==> src/rtl/core/utf8d_pkg.sv <==
// Shared types and constants for the UTF-8 to UTF-16 decoder.
package utf8d_pkg;

	typedef enum logic [1:0] {
		MODE_LEAD = 2'd0,
		MODE_NEED = 2'd1,
		MODE_BAD  = 2'd2
	} mode_t;

	localparam int unsigned CP_W = 21;

	localparam logic [7:0]  ASCII_MAX   = 8'h7F;
	localparam logic [7:0]  LEAD2_MIN   = 8'hC0;
	localparam logic [7:0]  LEAD2_MAX   = 8'hDF;
	localparam logic [7:0]  LEAD3_MIN   = 8'hE0;
	localparam logic [7:0]  LEAD3_MAX   = 8'hEF;
	localparam logic [7:0]  LEAD4_MIN   = 8'hF0;
	localparam logic [7:0]  LEAD4_MAX   = 8'hF4;
	localparam logic [7:0]  CONT_MIN    = 8'h80;
	localparam logic [7:0]  CONT_MAX    = 8'hBF;
	localparam logic [CP_W-1:0] BMP_MAX  = 21'h00FFFF;
	localparam logic [CP_W-1:0] CP_MAX   = 21'h10FFFF;
	localparam logic [CP_W-1:0] SUPP_BASE = 21'h010000;
	localparam logic [15:0] HI_SURR     = 16'hD800;
	localparam logic [15:0] LO_SURR     = 16'hDC00;
	localparam logic [5:0]  HI_SURR_TAG = 6'b110110;

	// One output word.
	typedef struct packed {
		logic [15:0] code_unit;
		logic        unit_valid;
		logic        bad_input;
		logic        end_mark;
		logic        end_ok;
		logic        last;
	} result_t;

endpackage

==> src/rtl/core/utf8_to_utf16_decoder.sv <==
// UTF-8 to UTF-16 decoder: one input byte per word, up to two code units out.
//
//  channel | valid     | stall     | payload
//  --------+-----------+-----------+--------------------------------------------------
//  input   | in_valid  | in_stall  | data_byte, byte_present, restart, finish
//  output  | out_valid | out_stall | code_unit, unit_valid, bad_input, end_mark,
//          |           |           | end_ok, last
//
// One input word per cycle while in_stall is low. A word is decoded in the cycle it
// is accepted and its first result shows in the output register in the next cycle. A
// surrogate pair parks its low half in a second register, so the input stalls while
// the low half moves to the output. in_stall also follows out_stall while the output
// register is full and held. Reset clears the decode state and empties both
// registers; the block takes input as soon as reset is released.
module utf8_to_utf16_decoder (
	input  logic        clk,
	input  logic        arst_n,
	input  logic        in_valid,
	output logic        in_stall,
	input  logic [7:0]  data_byte,
	input  logic        byte_present,
	input  logic        restart,
	input  logic        finish,
	output logic        out_valid,
	input  logic        out_stall,
	output logic [15:0] code_unit,
	output logic        unit_valid,
	output logic        bad_input,
	output logic        end_mark,
	output logic        end_ok,
	output logic        last
);

	// Decode state.
	utf8d_pkg::mode_t                mode_q;
	logic [utf8d_pkg::CP_W-1:0]      accum_q;
	logic [1:0]                      need_q;

	// Output register and the parked low surrogate.
	logic                            out_valid_q;
	utf8d_pkg::result_t              out_q;
	logic                            pend_valid_q;
	utf8d_pkg::result_t              pend_q;

	logic                            out_free;
	logic                            accept;

	// Decode of the current word.
	utf8d_pkg::mode_t                eff_mode;
	logic [utf8d_pkg::CP_W-1:0]      eff_accum;
	logic [1:0]                      eff_need;
	utf8d_pkg::mode_t                nxt_mode;
	logic [utf8d_pkg::CP_W-1:0]      nxt_accum;
	logic [1:0]                      nxt_need;
	logic [utf8d_pkg::CP_W-1:0]      cp;
	logic [utf8d_pkg::CP_W-1:0]      cp_off;
	logic [1:0]                      n_units;
	logic [15:0]                     unit0;
	logic [15:0]                     unit1;
	logic                            bad;
	logic                            any_result;
	logic                            two_results;
	utf8d_pkg::result_t              res0;
	utf8d_pkg::result_t              res1;

	// Output register is free when empty or when its word leaves this cycle.
	assign out_free = !out_valid_q || !out_stall;
	assign in_stall = pend_valid_q || !out_free;
	assign accept   = in_valid && !in_stall;

	assign cp     = {accum_q[utf8d_pkg::CP_W-7:0], data_byte[5:0]};
	assign cp_off = cp - utf8d_pkg::SUPP_BASE;

	always_comb begin
		// Restart acts before the byte.
		eff_mode  = restart ? utf8d_pkg::MODE_LEAD : mode_q;
		eff_accum = restart ? '0 : accum_q;
		eff_need  = restart ? 2'd0 : need_q;
		nxt_mode  = eff_mode;
		nxt_accum = eff_accum;
		nxt_need  = eff_need;
		n_units   = 2'd0;
		unit0     = '0;
		unit1     = '0;
		bad       = 1'b0;

		if (byte_present) begin
			case (eff_mode)
				utf8d_pkg::MODE_LEAD: begin
					if (data_byte <= utf8d_pkg::ASCII_MAX) begin
						unit0   = {8'd0, data_byte};
						n_units = 2'd1;
					end else if (data_byte inside
						{[utf8d_pkg::LEAD2_MIN:utf8d_pkg::LEAD2_MAX]}) begin
						nxt_accum = {16'd0, data_byte[4:0]};
						nxt_need  = 2'd1;
						nxt_mode  = utf8d_pkg::MODE_NEED;
					end else if (data_byte inside
						{[utf8d_pkg::LEAD3_MIN:utf8d_pkg::LEAD3_MAX]}) begin
						nxt_accum = {17'd0, data_byte[3:0]};
						nxt_need  = 2'd2;
						nxt_mode  = utf8d_pkg::MODE_NEED;
					end else if (data_byte inside
						{[utf8d_pkg::LEAD4_MIN:utf8d_pkg::LEAD4_MAX]}) begin
						nxt_accum = {18'd0, data_byte[2:0]};
						nxt_need  = 2'd3;
						nxt_mode  = utf8d_pkg::MODE_NEED;
					end else begin
						bad = 1'b1;
					end
				end
				utf8d_pkg::MODE_NEED: begin
					if (!(data_byte inside
						{[utf8d_pkg::CONT_MIN:utf8d_pkg::CONT_MAX]})) begin
						bad = 1'b1;
					end else begin
						// cp is the accumulator with six more bits shifted in.
						nxt_accum = {eff_accum[utf8d_pkg::CP_W-7:0], data_byte[5:0]};
						nxt_need  = eff_need - 2'd1;
						if (eff_need == 2'd1) begin
							if (nxt_accum <= utf8d_pkg::BMP_MAX) begin
								unit0    = nxt_accum[15:0];
								n_units  = 2'd1;
								nxt_mode = utf8d_pkg::MODE_LEAD;
							end else if (nxt_accum <= utf8d_pkg::CP_MAX) begin
								unit0    = utf8d_pkg::HI_SURR | {6'd0, cp_off[19:10]};
								unit1    = utf8d_pkg::LO_SURR | {6'd0, cp_off[9:0]};
								n_units  = 2'd2;
								nxt_mode = utf8d_pkg::MODE_LEAD;
							end else begin
								bad = 1'b1;
							end
						end
					end
				end
				default: begin
					// Bad state: drop the byte.
				end
			endcase
			if (bad) begin
				nxt_mode = utf8d_pkg::MODE_BAD;
			end
		end

		any_result  = (n_units != 2'd0) || bad || finish;
		two_results = (n_units == 2'd2);

		// First result; carries the flags unless a second unit follows.
		res0.code_unit  = unit0;
		res0.unit_valid = (n_units != 2'd0);
		res0.bad_input  = !two_results && bad;
		res0.end_mark   = !two_results && finish;
		res0.end_ok     = !two_results && finish && (nxt_mode == utf8d_pkg::MODE_LEAD);
		res0.last       = !two_results;

		res1.code_unit  = unit1;
		res1.unit_valid = 1'b1;
		res1.bad_input  = 1'b0;
		res1.end_mark   = finish;
		res1.end_ok     = finish && (nxt_mode == utf8d_pkg::MODE_LEAD);
		res1.last       = 1'b1;

		// Finish clears the state after the report.
		if (finish) begin
			nxt_mode  = utf8d_pkg::MODE_LEAD;
			nxt_accum = '0;
			nxt_need  = 2'd0;
		end
	end

	// Advance decode state on every accepted word.
	always_ff @(posedge clk or negedge arst_n) begin
		if (!arst_n) begin
			mode_q  <= utf8d_pkg::MODE_LEAD;
			accum_q <= '0;
			need_q  <= 2'd0;
		end else if (accept) begin
			mode_q  <= nxt_mode;
			accum_q <= nxt_accum;
			need_q  <= nxt_need;
		end
	end

	// Output control: parked low half goes first, then a fresh word.
	always_ff @(posedge clk or negedge arst_n) begin
		if (!arst_n) begin
			out_valid_q  <= 1'b0;
			pend_valid_q <= 1'b0;
		end else if (out_free) begin
			if (pend_valid_q) begin
				out_valid_q  <= 1'b1;
				pend_valid_q <= 1'b0;
			end else begin
				out_valid_q  <= accept && any_result;
				pend_valid_q <= accept && two_results;
			end
		end
	end

	// Payload registers, no reset.
	always_ff @(posedge clk) begin
		if (out_free) begin
			if (pend_valid_q) begin
				out_q <= pend_q;
			end else if (accept) begin
				out_q  <= res0;
				pend_q <= res1;
			end
		end
	end

	assign out_valid  = out_valid_q;
	assign code_unit  = out_q.code_unit;
	assign unit_valid = out_q.unit_valid;
	assign bad_input  = out_q.bad_input;
	assign end_mark   = out_q.end_mark;
	assign end_ok     = out_q.end_ok;
	assign last       = out_q.last;

	// A parked low surrogate always sits behind a full output register.
	a_pend_behind_out: assert property (@(posedge clk) disable iff (!arst_n)
		pend_valid_q |-> out_valid_q)
		else $error("low surrogate parked with empty output register");

	// Input holds off while a low surrogate is parked.
	a_pend_stalls: assert property (@(posedge clk) disable iff (!arst_n)
		pend_valid_q |-> in_stall)
		else $error("input accepted while a low surrogate is parked");

	// Only a high surrogate can precede another result of the same word.
	a_not_last_is_high: assert property (@(posedge clk) disable iff (!arst_n)
		(out_valid && !last) |->
			(unit_valid && code_unit[15:10] == utf8d_pkg::HI_SURR_TAG))
		else $error("non-final result is not a high surrogate");

	// Flags ride only on the final result of a word.
	a_flags_on_last: assert property (@(posedge clk) disable iff (!arst_n)
		(out_valid && (end_mark || bad_input)) |-> last)
		else $error("status flags on a non-final result");

	// A high surrogate is followed by the low half in the next output word.
	a_pair_follows: assert property (@(posedge clk) disable iff (!arst_n)
		(out_valid && !out_stall && !last) |=>
			(out_valid && unit_valid && last && code_unit[15:10] != utf8d_pkg::HI_SURR_TAG))
		else $error("low surrogate did not follow its high half");

endmodule

==> config.mk <==
export PLATFORM = sky130hd
export DESIGN_NAME = utf8_to_utf16_decoder
export DESIGN_NICKNAME = d
export VERILOG_FILES = /design/src/rtl/core/utf8d_pkg.sv /design/src/rtl/core/utf8_to_utf16_decoder.sv
export SDC_FILE = /design/constraint.sdc
export NUM_CORES = 1
export LEC_CHECK = 0
export BUFFER_PORTS_ARGS = -buffer_cell sky130_fd_sc_hd__buf_2
export CORE_MARGIN = 1.5
export CORE_UTILIZATION = 52
export DETAILED_ROUTE_END_ITERATION = 6
export PLACE_DENSITY = 0.76
export SETUP_SLACK_MARGIN = 0.5
export SYNTH_ARGS = -nofsm -noshare
export SYNTH_HDL_FRONTEND = slang
export SYNTH_SLANG_ARGS = --single-unit
==> constraint.sdc <==
create_clock -name clk -period 2.55 [get_ports clk]
set_clock_uncertainty 0.2 [all_clocks]
set_input_delay 0.51 -clock clk [delete_from_list [all_inputs] [get_ports clk]]
set_output_delay 0.51 -clock clk [all_outputs]
set_load 0.005 [all_outputs]
Word-level counts from Yosys, hierarchy flattened
Index checks and enable logic that the tools add are counted.
- muxes and demuxes: 61
- order comparisons: 11
- bitwise operators: 6
- reductions and logical operators: 28
- eq/ne operators: 3
- $add $sub $neg: 2
- operators by type and width (operator ; count):
    21-bit 2-to-1 mux ; 10
    16-bit 2-to-1 mux ; 6
    2-bit 2-to-1 mux ; 25
    21-bit case mux with 2 select lines ; 1
    8-bit greater-or-equal comparator, second input constant ; 4
    8-bit less-or-equal comparator, second input constant ; 4
    16-bit case mux with 2 select lines ; 1
    21-bit by 16-bit less-or-equal comparator with 1-bit output, second input constant ; 1
    21-bit less-or-equal comparator, second input constant ; 1
    20-bit by 17-bit subtractor with 20-bit output, second input constant ; 1
    1-bit 2-to-1 mux ; 13
    2-bit case mux with 2 select lines ; 3
    1-bit logical AND ; 11
    8-bit by 7-bit less-or-equal comparator with 1-bit output, second input constant ; 1
    8-bit 2-to-1 mux ; 1
    1-bit inverter ; 6
    6-bit OR reduction ; 1
    1-bit zero test ; 5
    5-bit OR reduction ; 1
    2-bit by 1-bit equality test with 1-bit output, second input constant ; 2
    2-bit zero test ; 2
    1-bit logical OR ; 4
    2-bit nonzero test ; 2
    3-bit AND reduction ; 1
    other kinds (4) ; 4
- output and inout port bits: 23
- input bits: 15
- register bits after elaboration: 66
- word-level logic and storage cells: 126

Logic depth before layout (Yosys ltp)
Gate-level depths: netlist of run 1.
- depth in word-level cells: 14
- mapped depth: 9
- mapped depth without buffers: 7

Worst setup path before layout of run 1
Ideal clock, no wire load.
- path type: input -> register
- start point: in restart
- end point: reg out_q (netlist bit end_mark) (data pin)
- data arrival time: 2.306 ns
- data required time: 2.083 ns
- setup slack: -0.223 ns
- buffers on the path: 3
- stages on the path: 9
- setup time: 0.267 ns
- path through: clkbuf_1 -> clkbuf_1 -> nand2b_1 -> ha_1 -> and3b_1 -> nand2_1 -> nor3_1 -> buf_2 -> o31ai_1
- cells in the longest elaborated chain, start to end: 13
- elaborated cells on any way between the ends: 19
- those cells by class: order compare: 2; eq/ne: 3; mux: 11; reduce/logical: 3
- ends and longest elaborated chain (element ; line ; source):
    from (decl) ; utf8_to_utf16_decoder.sv:22 ; input logic restart,
    21-bit 2-to-1 mux ; utf8_to_utf16_decoder.sv:77 ; eff_accum = restart ? '0 : accum_q;
    21-bit less-or-equal comparator ; utf8_to_utf16_decoder.sv:125 ; end else if (nxt_accum <= utf8d_pkg::CP_MAX) begin
    2-bit 2-to-1 mux ; utf8_to_utf16_decoder.sv:125 ;
    2-bit 2-to-1 mux ; utf8_to_utf16_decoder.sv:121 ; if (nxt_accum <= utf8d_pkg::BMP_MAX) begin
    2-bit 2-to-1 mux ; utf8_to_utf16_decoder.sv:120 ; if (eff_need == 2'd1) begin
    2-bit 2-to-1 mux ; utf8_to_utf16_decoder.sv:113 ; if (!(data_byte inside
    2-bit case mux with 2 select lines (*) ; utf8_to_utf16_decoder.sv:88 ; case (eff_mode)
    2-bit 2-to-1 mux (*) ; utf8_to_utf16_decoder.sv:87 ; if (byte_present) begin
    2-bit equality test (*) ; utf8_to_utf16_decoder.sv:146 ; two_results = (n_units == 2'd2);
    1-bit zero test (*) ; utf8_to_utf16_decoder.sv:152 ; res0.end_mark = !two_results && finish;
    1-bit logical AND (*) ; utf8_to_utf16_decoder.sv:152 ;
    21-bit 2-to-1 mux (*) ; utf8_to_utf16_decoder.sv:205 ; end else if (accept) begin
    21-bit 2-to-1 mux (*) ; utf8_to_utf16_decoder.sv:203 ; if (pend_valid_q) begin
    to (signal assigned) ; utf8_to_utf16_decoder.sv:204 ; out_q <= pend_q;
    to (signal assigned) ; utf8_to_utf16_decoder.sv:206 ; out_q <= res0;
    to (decl) ; utf8_to_utf16_decoder.sv:41 ; utf8d_pkg::result_t out_q;
Every way passes the cells marked *; elsewhere a longest branch is shown, timed or not. The select of a mux whose other input is x is not followed.
A chain may end at the register's enable or synchronous reset.

Final worst setup path of run 1
- start point: reg accum_q[10] (netlist bit)
- end point: reg out_q (netlist bit end_ok) (data pin)
- cells in the longest elaborated chain, start to end: 14
- elaborated cells on any way between the ends: 29
- those cells by class: order compare: 2; eq/ne: 1; mux: 22; reduce/logical: 4
- ends and longest elaborated chain (element ; line ; source):
    from (decl) ; utf8_to_utf16_decoder.sv:36 ; logic [utf8d_pkg::CP_W-1:0] accum_q;
    from (signal assigned) ; utf8_to_utf16_decoder.sv:179 ; accum_q <= nxt_accum;
    21-bit 2-to-1 mux (*) ; utf8_to_utf16_decoder.sv:77 ;
    21-bit less-or-equal comparator ; utf8_to_utf16_decoder.sv:125 ;
    1-bit 2-to-1 mux / 2-bit 2-to-1 mux (equally long branches) ; utf8_to_utf16_decoder.sv:125 ;
    1-bit 2-to-1 mux / 2-bit 2-to-1 mux (equally long branches) ; utf8_to_utf16_decoder.sv:121 ;
    1-bit 2-to-1 mux / 2-bit 2-to-1 mux (equally long branches) ; utf8_to_utf16_decoder.sv:120 ;
    1-bit 2-to-1 mux / 2-bit 2-to-1 mux (equally long branches) ; utf8_to_utf16_decoder.sv:113 ;
    1-bit case mux with 2 select lines / 2-bit case mux with 2 select lines (equally long branches) ; utf8_to_utf16_decoder.sv:88 ;
    1-bit 2-to-1 mux / 2-bit 2-to-1 mux (equally long branches) ; utf8_to_utf16_decoder.sv:87 ;
    2-bit 2-to-1 mux / 2-bit equality test (equally long branches) ; utf8_to_utf16_decoder.sv:140, utf8_to_utf16_decoder.sv:146 ;
    2-bit 2-to-1 mux / 1-bit zero test (equally long branches) ; utf8_to_utf16_decoder.sv:87, utf8_to_utf16_decoder.sv:153 ;
    2-bit zero test / 1-bit logical AND (equally long branches) ; utf8_to_utf16_decoder.sv:153 ; res0.end_ok = !two_results && finish && (nxt_mode == utf8d_pkg::MODE_LEAD);
    1-bit logical AND (*) ; utf8_to_utf16_decoder.sv:153 ;
    21-bit 2-to-1 mux (*) ; utf8_to_utf16_decoder.sv:205 ;
    21-bit 2-to-1 mux (*) ; utf8_to_utf16_decoder.sv:203 ;
Marked as above.

==> impl_metrics.csv, run 1 <==
group,metric,value,unit
floorplan,fp.coreArea,5540,µm²
grt,antenna_found_initial,0,
finish,final_area,3670,µm²
run,maxCapViolCount,0,
yosys,synthAdderAreaFrac,0.00836,
min_path,hold_path.class,"input pin to register",
grt,grt_pass1_wl,12.4,mm
outcome,status,"finished clean",
floorplan,die_w,78.9,µm
sta,fin_crit_sh,0.858,
placed_design,placed_area,3330,µm²
grt,grt_pass1_vias,2416,
grt,grt_overflow,0,
drt,drt_iter0_markers,169,
placed_design,numPortBuffers,37,
grt,grt_max_degree,24,
yosys,synth_edf_count,34,
drt,vias_per_cell,6.29,
yosys,synth-simple-area-share,0.207,
drt,wire_per_inst,19.2,µm
drt,dr.pass1.iters,5,
sta,grt_setup_unrepaired,"yes",
sta,slew_headroom,0.652,
critical_path,worstPathMaxFanout,6,
floorplan,start_util,0.540,
sta,timing.fmax,457,MHz
yosys,synth_flop_cell,"edfxtp_1",
finish,diodes,0,
yosys,synth.avg_cell_area,10.3,µm²
yosys,synth_seq_cells,55,
finish,drive_above_1_share,0.320,
pwr,power.leakage,1.43,nW
grt,track_usage,0.263,
floorplan,die_y,78.9,µm
sta,period_minus_slack,2.19,ns
yosys,synthXorXnorAreaFrac,0.00293,
drt,drt_wl_total,7.97,mm
clocking,clock_latency,0.32,ns
clocking,cts-root-buf,"clkbuf_8",
finish,layout.nets,360,
floorplan,num_rows,27,
yosys,synth_compound_area_frac,0.229,
pwr,p_per_area,539,nW/µm²
sta,totalNegativeSetupSlack,0,ns
yosys,synthArstFlopShare,0.382,
pwr,ir_drop,0.000268,V
sta,tightest_slew,0.521,ns
clocking,cts.sinks,55,
drt,postRouteAntennaNets,0,
sta,finalSetupViolations,0,
sta,drv_slew,0,
yosys,yosys_warnings,0,
floorplan,dieArea,6220,µm²
yosys,seq_area_frac_synth,0.517,
critical_path,cp_data_arrival_time,2.19,ns
placed_design,globalplace.congestion,0.936,
yosys,synth.mux.area_fraction,0.00752,
critical_path,criticalPathCategory,"register to register",
clocking,path_clk_slew,0.10,ns
yosys,ys_types,55,
critical_path,crit_path_end_kind,"register",
critical_path,regToRegSetupSlack,0.36,ns
finish,area_delta_synth_final,22.6,%
critical_path,crit_path_start_kind,"register",
sta,timing.final.hold_violations,0,
yosys,synth_area,2990,µm²
drt,drc_errors,0,
finish,layout.cells.most_common,"buf_2",
floorplan,io_pins,38,
clocking,cts_max_level,2,
clocking,cts_max_path_buffers,2,
critical_path,worstPathRequired,2.55,ns
yosys,syn_inst,290,
clocking,cts_made_buffers,5,
yosys,syn-num-nets,307,
finish,final_cell_mix,"buf_2 (36), edfxtp_1 (34), nor2_1 (25), nand2_1 (20)",
placed_design,dpl.hpwl,5.54,mm
clocking,cts_tree,"built",
yosys,synth_top_family_by_area,"compound AO/OA/AOI/OAI gates",
drt,vias,2618,
routing by layer:
layer	global-route usage	vias to the layer above	share of wire
met4	0.119	0	0.043
met3	0.0345	26	0.063
met1	0.372	1260	0.43
met5	0	-	0
met2	0.406	117	0.46
li1	-	1215	-
Yosys cell counts (3+ instances only):
master	count	area, µm²
a22oi_1	6	45.0
nor3b_1	4	30.0
and2_1	14	87.6
o211ai_1	6	45.0
o2bb2ai_1	7	61.3
dfrtp_1	21	526
a22o_1	10	87.6
nor2_1	27	101
edfxtp_1	34	1020
nand3_1	8	40.0
nor3_1	6	30.0
nor2b_1	8	50.1
o21ai_0	3	15.0
a21oi_1	5	25.0
nand2_1	23	86.3
clkbuf_1	11	41.3
o22ai_1	6	37.5
nand2b_1	9	56.3
o31ai_1	5	37.5
inv_1	6	22.5
a32o_1	4	40.0
o21ai_1	20	100
a31oi_1	5	31.3
power by group:
group	switching (W)	internal (W)	total, W	leakage [nW]
Sequential	0.0000383	0.00101	0.00104	0.617
Combinational	0.000257	0.000175	0.000432	0.765
Clock	0.000304	0.000198	0.000502	0.0485
cell families (layout without fill, tap and decap cells):
| logic type | Yosys count | after routing |
|---|---|---|
| buf+inv | 20 | 74 |
| simple gates | 115 | 115 |
| fa+ha+maj | 2 | 2 |
| flops | 55 | 55 |
| mux | 1 | 1 |
| xor+xnor | 1 | 1 |
| compound gates | 96 | 96 |
layout make-up:
| class | instances | area [µm²] |
|---|---|---|
| clock inverters | 3 | 22.5 |
| inverters | 7 | 26.3 |
| fillers | 463 | 1870 |
| clock buffers | 5 | 68.8 |
| flip-flops and latches | 55 | 1550 |
| repair buffers | 59 | 370 |
| multi-input cells | 215 | 1540 |
| well taps | 72 | 90.1 |
worst paths after layout:
| kind | start | endpoint | depth (start not counted) |
|---|---|---|---|
| setup reg to reg | accum_q[10] | end_ok | 5 |
| min in group asynchronous | arst_n | accum_q[13] | 2 |
| hold / removal | finish | pend_q[2] | 1 |
| max in group asynchronous | arst_n | mode_q[0] | 2 |
| setup / recovery | accum_q[10] | end_ok | 5 |
| hold reg to reg | pend_q[7] | code_unit[2] | 2 |
registers in the layout, summed over array words and instances, names as in the netlist:
register,flops
need_q,2
accum_q,15
code_unit,16
end_ok,1
last,1
pend_valid_q,1
pend_q,13
out_valid,1
bad_input,1
unit_valid,1
mode_q,2
end_mark,1
what timing repair did:
| item | in CTS | in global routing |
|---|---|---|
| endpoints found under the hold margin | 21 | 0 |
| gates resized for setup | 20 | 22 |
| pin swaps | 12 | 6 |
| gates cloned | 1 | 0 |
| setup buffers | 5 | 4 |
| endpoints found under the setup margin | 37 | 47 |
| hold buffers | 1 | 0 |
metrics by stage:
step	cells	setup WS (ns)	power (W)	hold WS, ns	util
3_3_place_gp	397	0.138	0.00143	0.310	0.602
3_5_place_dp	397	0.0463	0.00143	0.320	0.602
5_1_grt	416	0.303	0.00206	0.289	0.663
2_1_floorplan	290	0.278	0.00132	0.0144	-
4_1_cts	412	0.344	0.00195	0.267	0.642
6_report	416	0.361	0.00198	0.275	0.663
critical path: stages (launching register included):
cell and delay, ns:
dfrtp_1 0.39, or4_4 0.60, a211o_1 0.30, a32oi_2 0.19, and4_4 0.26, a22o_1 0.12
Power figures use the tool's default switching activity.
==> run 2: changes to the inputs <==
--- a/config.mk
+++ b/config.mk
@@ -7,9 +7,10 @@
 export LEC_CHECK = 0
 export BUFFER_PORTS_ARGS = -buffer_cell sky130_fd_sc_hd__buf_2
 export CORE_MARGIN = 1.5
-export CORE_UTILIZATION = 52
+export CORE_UTILIZATION = 54
+export CTS_BUF_LIST = sky130_fd_sc_hd__clkbuf_8
 export DETAILED_ROUTE_END_ITERATION = 6
-export PLACE_DENSITY = 0.76
+export PLACE_DENSITY = 0.78
 export SETUP_SLACK_MARGIN = 0.5
 export SYNTH_ARGS = -nofsm -noshare
 export SYNTH_HDL_FRONTEND = slang
==> run 2 against run 1 <==
  * Final cell count grew 0.24%
  * Setup slack worse by 0.043 ns
  * Die area is 3.6% lower
  * Critical endpoint unchanged
  * Highest routed layer unchanged
==> impl_metrics.csv, run 2 (synthesis gave the netlist of run 1 again) <==
group,metric,value,unit
finish,diodes,0,
sta,timing.fmax,448,MHz
min_path,hold_path.class,"input pin to register",
finish,final_area,3690,µm²
drt,wire_per_inst,19.4,µm
sta,timing.final.hold_violations,0,
floorplan,io_pins,38,
drt,dr.pass1.iters,5,
grt,grt_pass1_vias,2500,
critical_path,worstPathMaxFanout,5,
finish,drive_above_1_share,0.314,
drt,vias,2740,
clocking,cts_max_level,2,
finish,multiInputGateArea,1530,µm²
clocking,clock_latency,0.31,ns
grt,track_usage,0.262,
pwr,power.leakage,1.45,nW
floorplan,dieArea,6000,µm²
clocking,cts_tree,"built",
sta,finalWorstSetupSlack,0.318,ns
floorplan,die_w,77.5,µm
clocking,cts_made_buffers,5,
sta,fin_crit_sh,0.875,
placed_design,globalplace.congestion,0.940,
sta,period_minus_slack,2.23,ns
drt,drc_errors,0,
drt,drt_wl_total,8.09,mm
finish,area_delta_synth_final,23.1,%
placed_design,placed_area,3340,µm²
finish,seq_area,1550,µm²
critical_path,cp_data_arrival_time,2.23,ns
placed_design,dp_cells,396,
sta,slew_headroom,0.651,
grt,grt_max_degree,24,
finish,n_fill_cell,398,
floorplan,fp.coreArea,5240,µm²
outcome,status,"finished clean",
sta,finalSetupViolations,0,
grt,antenna_found_initial,0,
pwr,p_per_area,554,nW/µm²
finish,layout.nets,363,
floorplan,num_rows,26,
critical_path,crit_path_start_kind,"register",
drt,postRouteAntennaNets,0,
drt,vias_per_cell,6.57,
clocking,cts_max_path_buffers,2,
finish,largest_reg_flops,16,
sta,drv_slew,0,
clocking,path_clk_slew,0.10,ns
sta,totalNegativeSetupSlack,0,ns
critical_path,crit_path_end_kind,"register",
placed_design,place_ws,0.139,ns
placed_design,numPortBuffers,37,
critical_path,criticalPathCategory,"register to register",
critical_path,worstPathRequired,2.55,ns
pwr,ir_drop,0.000294,V
drt,drt_iter0_markers,288,
grt,grt_pass1_wl,12.4,mm
clocking,cts-root-buf,"clkbuf_8",
placed_design,dpl.hpwl,5.45,mm
finish,layout.cells.non_filler,417,
run,maxCapViolCount,0,
sta,tightest_slew,0.521,ns
sta,grt_setup_unrepaired,"yes",
floorplan,start_util,0.572,
finish,layout.cells.most_common,"buf_2",
finish,final_cell_mix,"buf_2 (37), edfxtp_1 (34), nor2_1 (24)",
grt,grt_overflow,0,
clocking,cts.sinks,55,
sta,whs,0.284,ns
floorplan,die_y,77.5,µm
[run 2: through the flow]
stage / power, W / util
final: 0.00204 / 0.704
after global routing: 0.00212 / 0.704
after CTS: 0.00196 / 0.676
after detailed placement: 0.00143 / 0.638
after global placement: 0.00142 / 0.638
after floorplan: 0.00132 / -
[run 2: layout make-up]
| class | count | share of cell area |
|---|---|---|
| repair buffers | 62 | 0.107 |
| flip-flops and latches | 55 | 0.420 |
| clock inverters | 2 | 0.00441 |
| well taps | 70 | 0.0238 |
| multi-input cells | 215 | 0.415 |
| inverters | 7 | 0.00713 |
| clock buffers | 6 | 0.0224 |
[run 2: layer usage]
layer,up-vias,wire length [µm],track usage
li1,1222,-,-
met1,1325,3350,0.360
met2,168,3830,0.411
met3,25,632,0.0400
met4,0,276,0.120
met5,-,0,0
[run 2: timing repair]
action                     in CTS  in global routing
gates cloned                    0                  1
setup buffers                   4                  7
gates resized for setup        13                 23
pin swaps                      10                 14
hold buffers                    1                  0
hold endpoints to repair       21                  0
setup endpoints to repair      29                 47
[run 2: power by group]
part	internal (W)	switching, W
Combinational	0.000205	0.000271
Clock	0.000222	0.000295
Sequential	0.00100	0.0000439
[run 2: worst paths after layout]
path                          endpoint  cells after the start   startpoint  slack, ns
max                             end_ok                      5  accum_q[10]       0.32
min                          pend_q[2]                      1       finish       0.28
max reg2reg                     end_ok                      5  accum_q[10]       0.32
min reg2reg                     end_ok                      1    pend_q[1]       0.36
max in group asynchronous    mode_q[0]                      2       arst_n       1.28
min in group asynchronous  accum_q[12]                      2       arst_n       0.49
[run 2: worst max-delay path, cell delays in order (launching register included)]
cell and delay (ns):
dfrtp_1 0.40, or4_4 0.60, a211o_1 0.33, a32oi_2 0.20, and4_4 0.27, a22o_1 0.12
==> run 3: changes to the inputs <==
--- a/config.mk
+++ b/config.mk
@@ -7,10 +7,10 @@
 export LEC_CHECK = 0
 export BUFFER_PORTS_ARGS = -buffer_cell sky130_fd_sc_hd__buf_2
 export CORE_MARGIN = 1.5
-export CORE_UTILIZATION = 54
+export CORE_UTILIZATION = 60
 export CTS_BUF_LIST = sky130_fd_sc_hd__clkbuf_8
 export DETAILED_ROUTE_END_ITERATION = 6
-export PLACE_DENSITY = 0.78
+export PLACE_DENSITY = 0.82
 export SETUP_SLACK_MARGIN = 0.5
 export SYNTH_ARGS = -nofsm -noshare
 export SYNTH_HDL_FRONTEND = slang
==> constraint.sdc (replaced) <==
create_clock -name clk -period 2.2 [get_ports clk]
set_clock_uncertainty 0.2 [all_clocks]
set_input_delay 0.44 -clock clk [delete_from_list [all_inputs] [get_ports clk]]
set_output_delay 0.44 -clock clk [all_outputs]
set_load 0.005 [all_outputs]
==> run 3 against run 2 <==
  * The run now ends with setup timing left
  * Sequential share of layout area down 4.1 points
  * Combinational power up 47%
  * Final cell count up 5.3%
  * Setup slack worse by 0.39 ns
  * Non-clock buffer count up 25
  * Largest cell class is now multi-input combinational cells
  * Largest power group unchanged
==> impl_metrics.csv, run 3 (synthesis gave the netlist of run 1 again) <==
group,metric,value,unit
outcome,status,"finished, violations left",
outcome,violations,"setup timing",
sta,finalSetupViolations,16,
clocking,cts.sinks,55,
run,maxCapViolCount,0,
drt,vias_per_cell,6.57,
finish,diodes,0,
grt,track_usage,0.359,
finish,largest_reg_flops,16,
clocking,cts-root-buf,"clkbuf_8",
sta,whs,0.259,ns
floorplan,fp.coreArea,4750,µm²
drt,vias,2883,
critical_path,crit_slowest_cell,"or4_4",
floorplan,dieArea,5420,µm²
finish,final_util,0.860,
placed_design,globalplace.congestion,0.925,
finish,layout.cells.most_common,"buf_4",
grt,grt_max_degree,24,
critical_path,critPathBufInv,0,
sta,timing.final.hold_violations,0,
pwr,ir_drop,0.000378,V
sta,fin_crit_sh,1.03,
floorplan,io_pins,38,
sta,drv_slew,0,
grt,grt_overflow,0,
placed_design,placed_area,3580,µm²
finish,area_delta_synth_final,36.6,%
critical_path,max_stage_delay,0.61,ns
floorplan,num_rows,25,
min_path,hold_path.class,"input pin to register",
grt,antenna_found_initial,0,
placed_design,numPortBuffers,37,
finish,layout.nets,388,
sta,tightest_slew,0.522,ns
pwr,power.leakage,1.64,nW
grt,grt_pass1_wl,14.2,mm
clocking,cts_max_level,2,
placed_design,dpl.hpwl,6.13,mm
pwr,p_total,0.00250,W
critical_path,criticalPathCategory,"register to register",
pwr,p_per_area,612,nW/µm²
clocking,cts_made_buffers,5,
critical_path,crit_path_start_kind,"register",
drt,drt_iter0_markers,317,
sta,grt_setup_unrepaired,"yes",
drt,drt_wl_total,9.36,mm
critical_path,worstPathMaxFanout,7,
drt,dr.pass1.iters,6,
drt,drc_errors,0,
drt,postRouteAntennaNets,0,
critical_path,critPathTopFamily,"simple AND/OR/NAND/NOR gates",
sta,timing.fmax,440,MHz
finish,n_fill_cell,264,
sta,finalWorstSetupSlack,-0.0719,ns
finish,drive_above_1_share,0.401,
finish,final_area,4090,µm²
clocking,path_clk_slew,0.11,ns
sta,period_minus_slack,2.27,ns
clocking,clock_latency,0.32,ns
drt,wire_per_inst,21.3,µm
floorplan,die_w,73.6,µm
clocking,cts_tree,"built",
sta,slew_headroom,0.652,
clocking,cts_max_path_buffers,2,
critical_path,regToRegSetupSlack,-0.07,ns
floorplan,die_y,73.6,µm
grt,grt_pass1_vias,2762,
critical_path,cp_data_arrival_time,2.25,ns
critical_path,crit_chain,"or4_4, a211o_1, a32oi_2, and4_1, a22o_1",
finish,final_cell_mix,"buf_4 (37), buf_2 (36), edfxtp_1 (34), nor2_1 (25), nand2_1 (20)",
critical_path,worstPathRequired,2.18,ns
placed_design,place_ws,-0.0701,ns
critical_path,crit_path_end_kind,"register",
floorplan,start_util,0.630,
run 3: path summary, 6_finish.rpt:
kind | start | endpoint | cells after the start
max | accum_q[11] | end_ok | 5
min reg2reg | pend_q[2] | end_mark | 2
max in group asynchronous | arst_n | mode_q[0] | 2
max reg2reg | accum_q[11] | end_ok | 5
min | finish | mode_q[1] | 2
min in group asynchronous | arst_n | need_q[0] | 2
run 3: where the power goes:
group | internal, W | switching (W)
clock network | 0.000235 | 0.000364
logic | 0.000310 | 0.000389
registers | 0.00117 | 0.0000389
run 3: stage by stage:
stage	std cells	TNS [ns]
floorplan	290	0
global placement	417	-0.0286
detailed placement	417	-0.169
CTS	437	-0.0309
global route	439	-1.10
finish	439	-0.408
run 3: area by class of cell:
type,count,area (µm²),area share
Multi-Input combinational cell,215,1700,0.415
Clock buffer,5,68.8,0.0168
Inverter,7,28.8,0.00704
Sequential cell,55,1550,0.379
Timing Repair Buffer,87,632,0.155
Clock inverter,3,27.5,0.00673
Tap cell,67,83.8,0.0205
run 3: timing repair:
action / CTS / global route
setup endpoints to repair: 68 / 74
endpoints found under the hold margin: 21 / 0
resized for setup: 46 / 14
pin swaps: 27 / 7
hold buffers: 1 / 0
buffers inserted: 11 / 2
run 3: routing by layer:
metal | GRT usage | routed length, µm
met1 | 0.469 | 3620
met2 | 0.611 | 4620
met3 | 0.0549 | 823
met4 | 0.119 | 290
met5 | 0 | 0
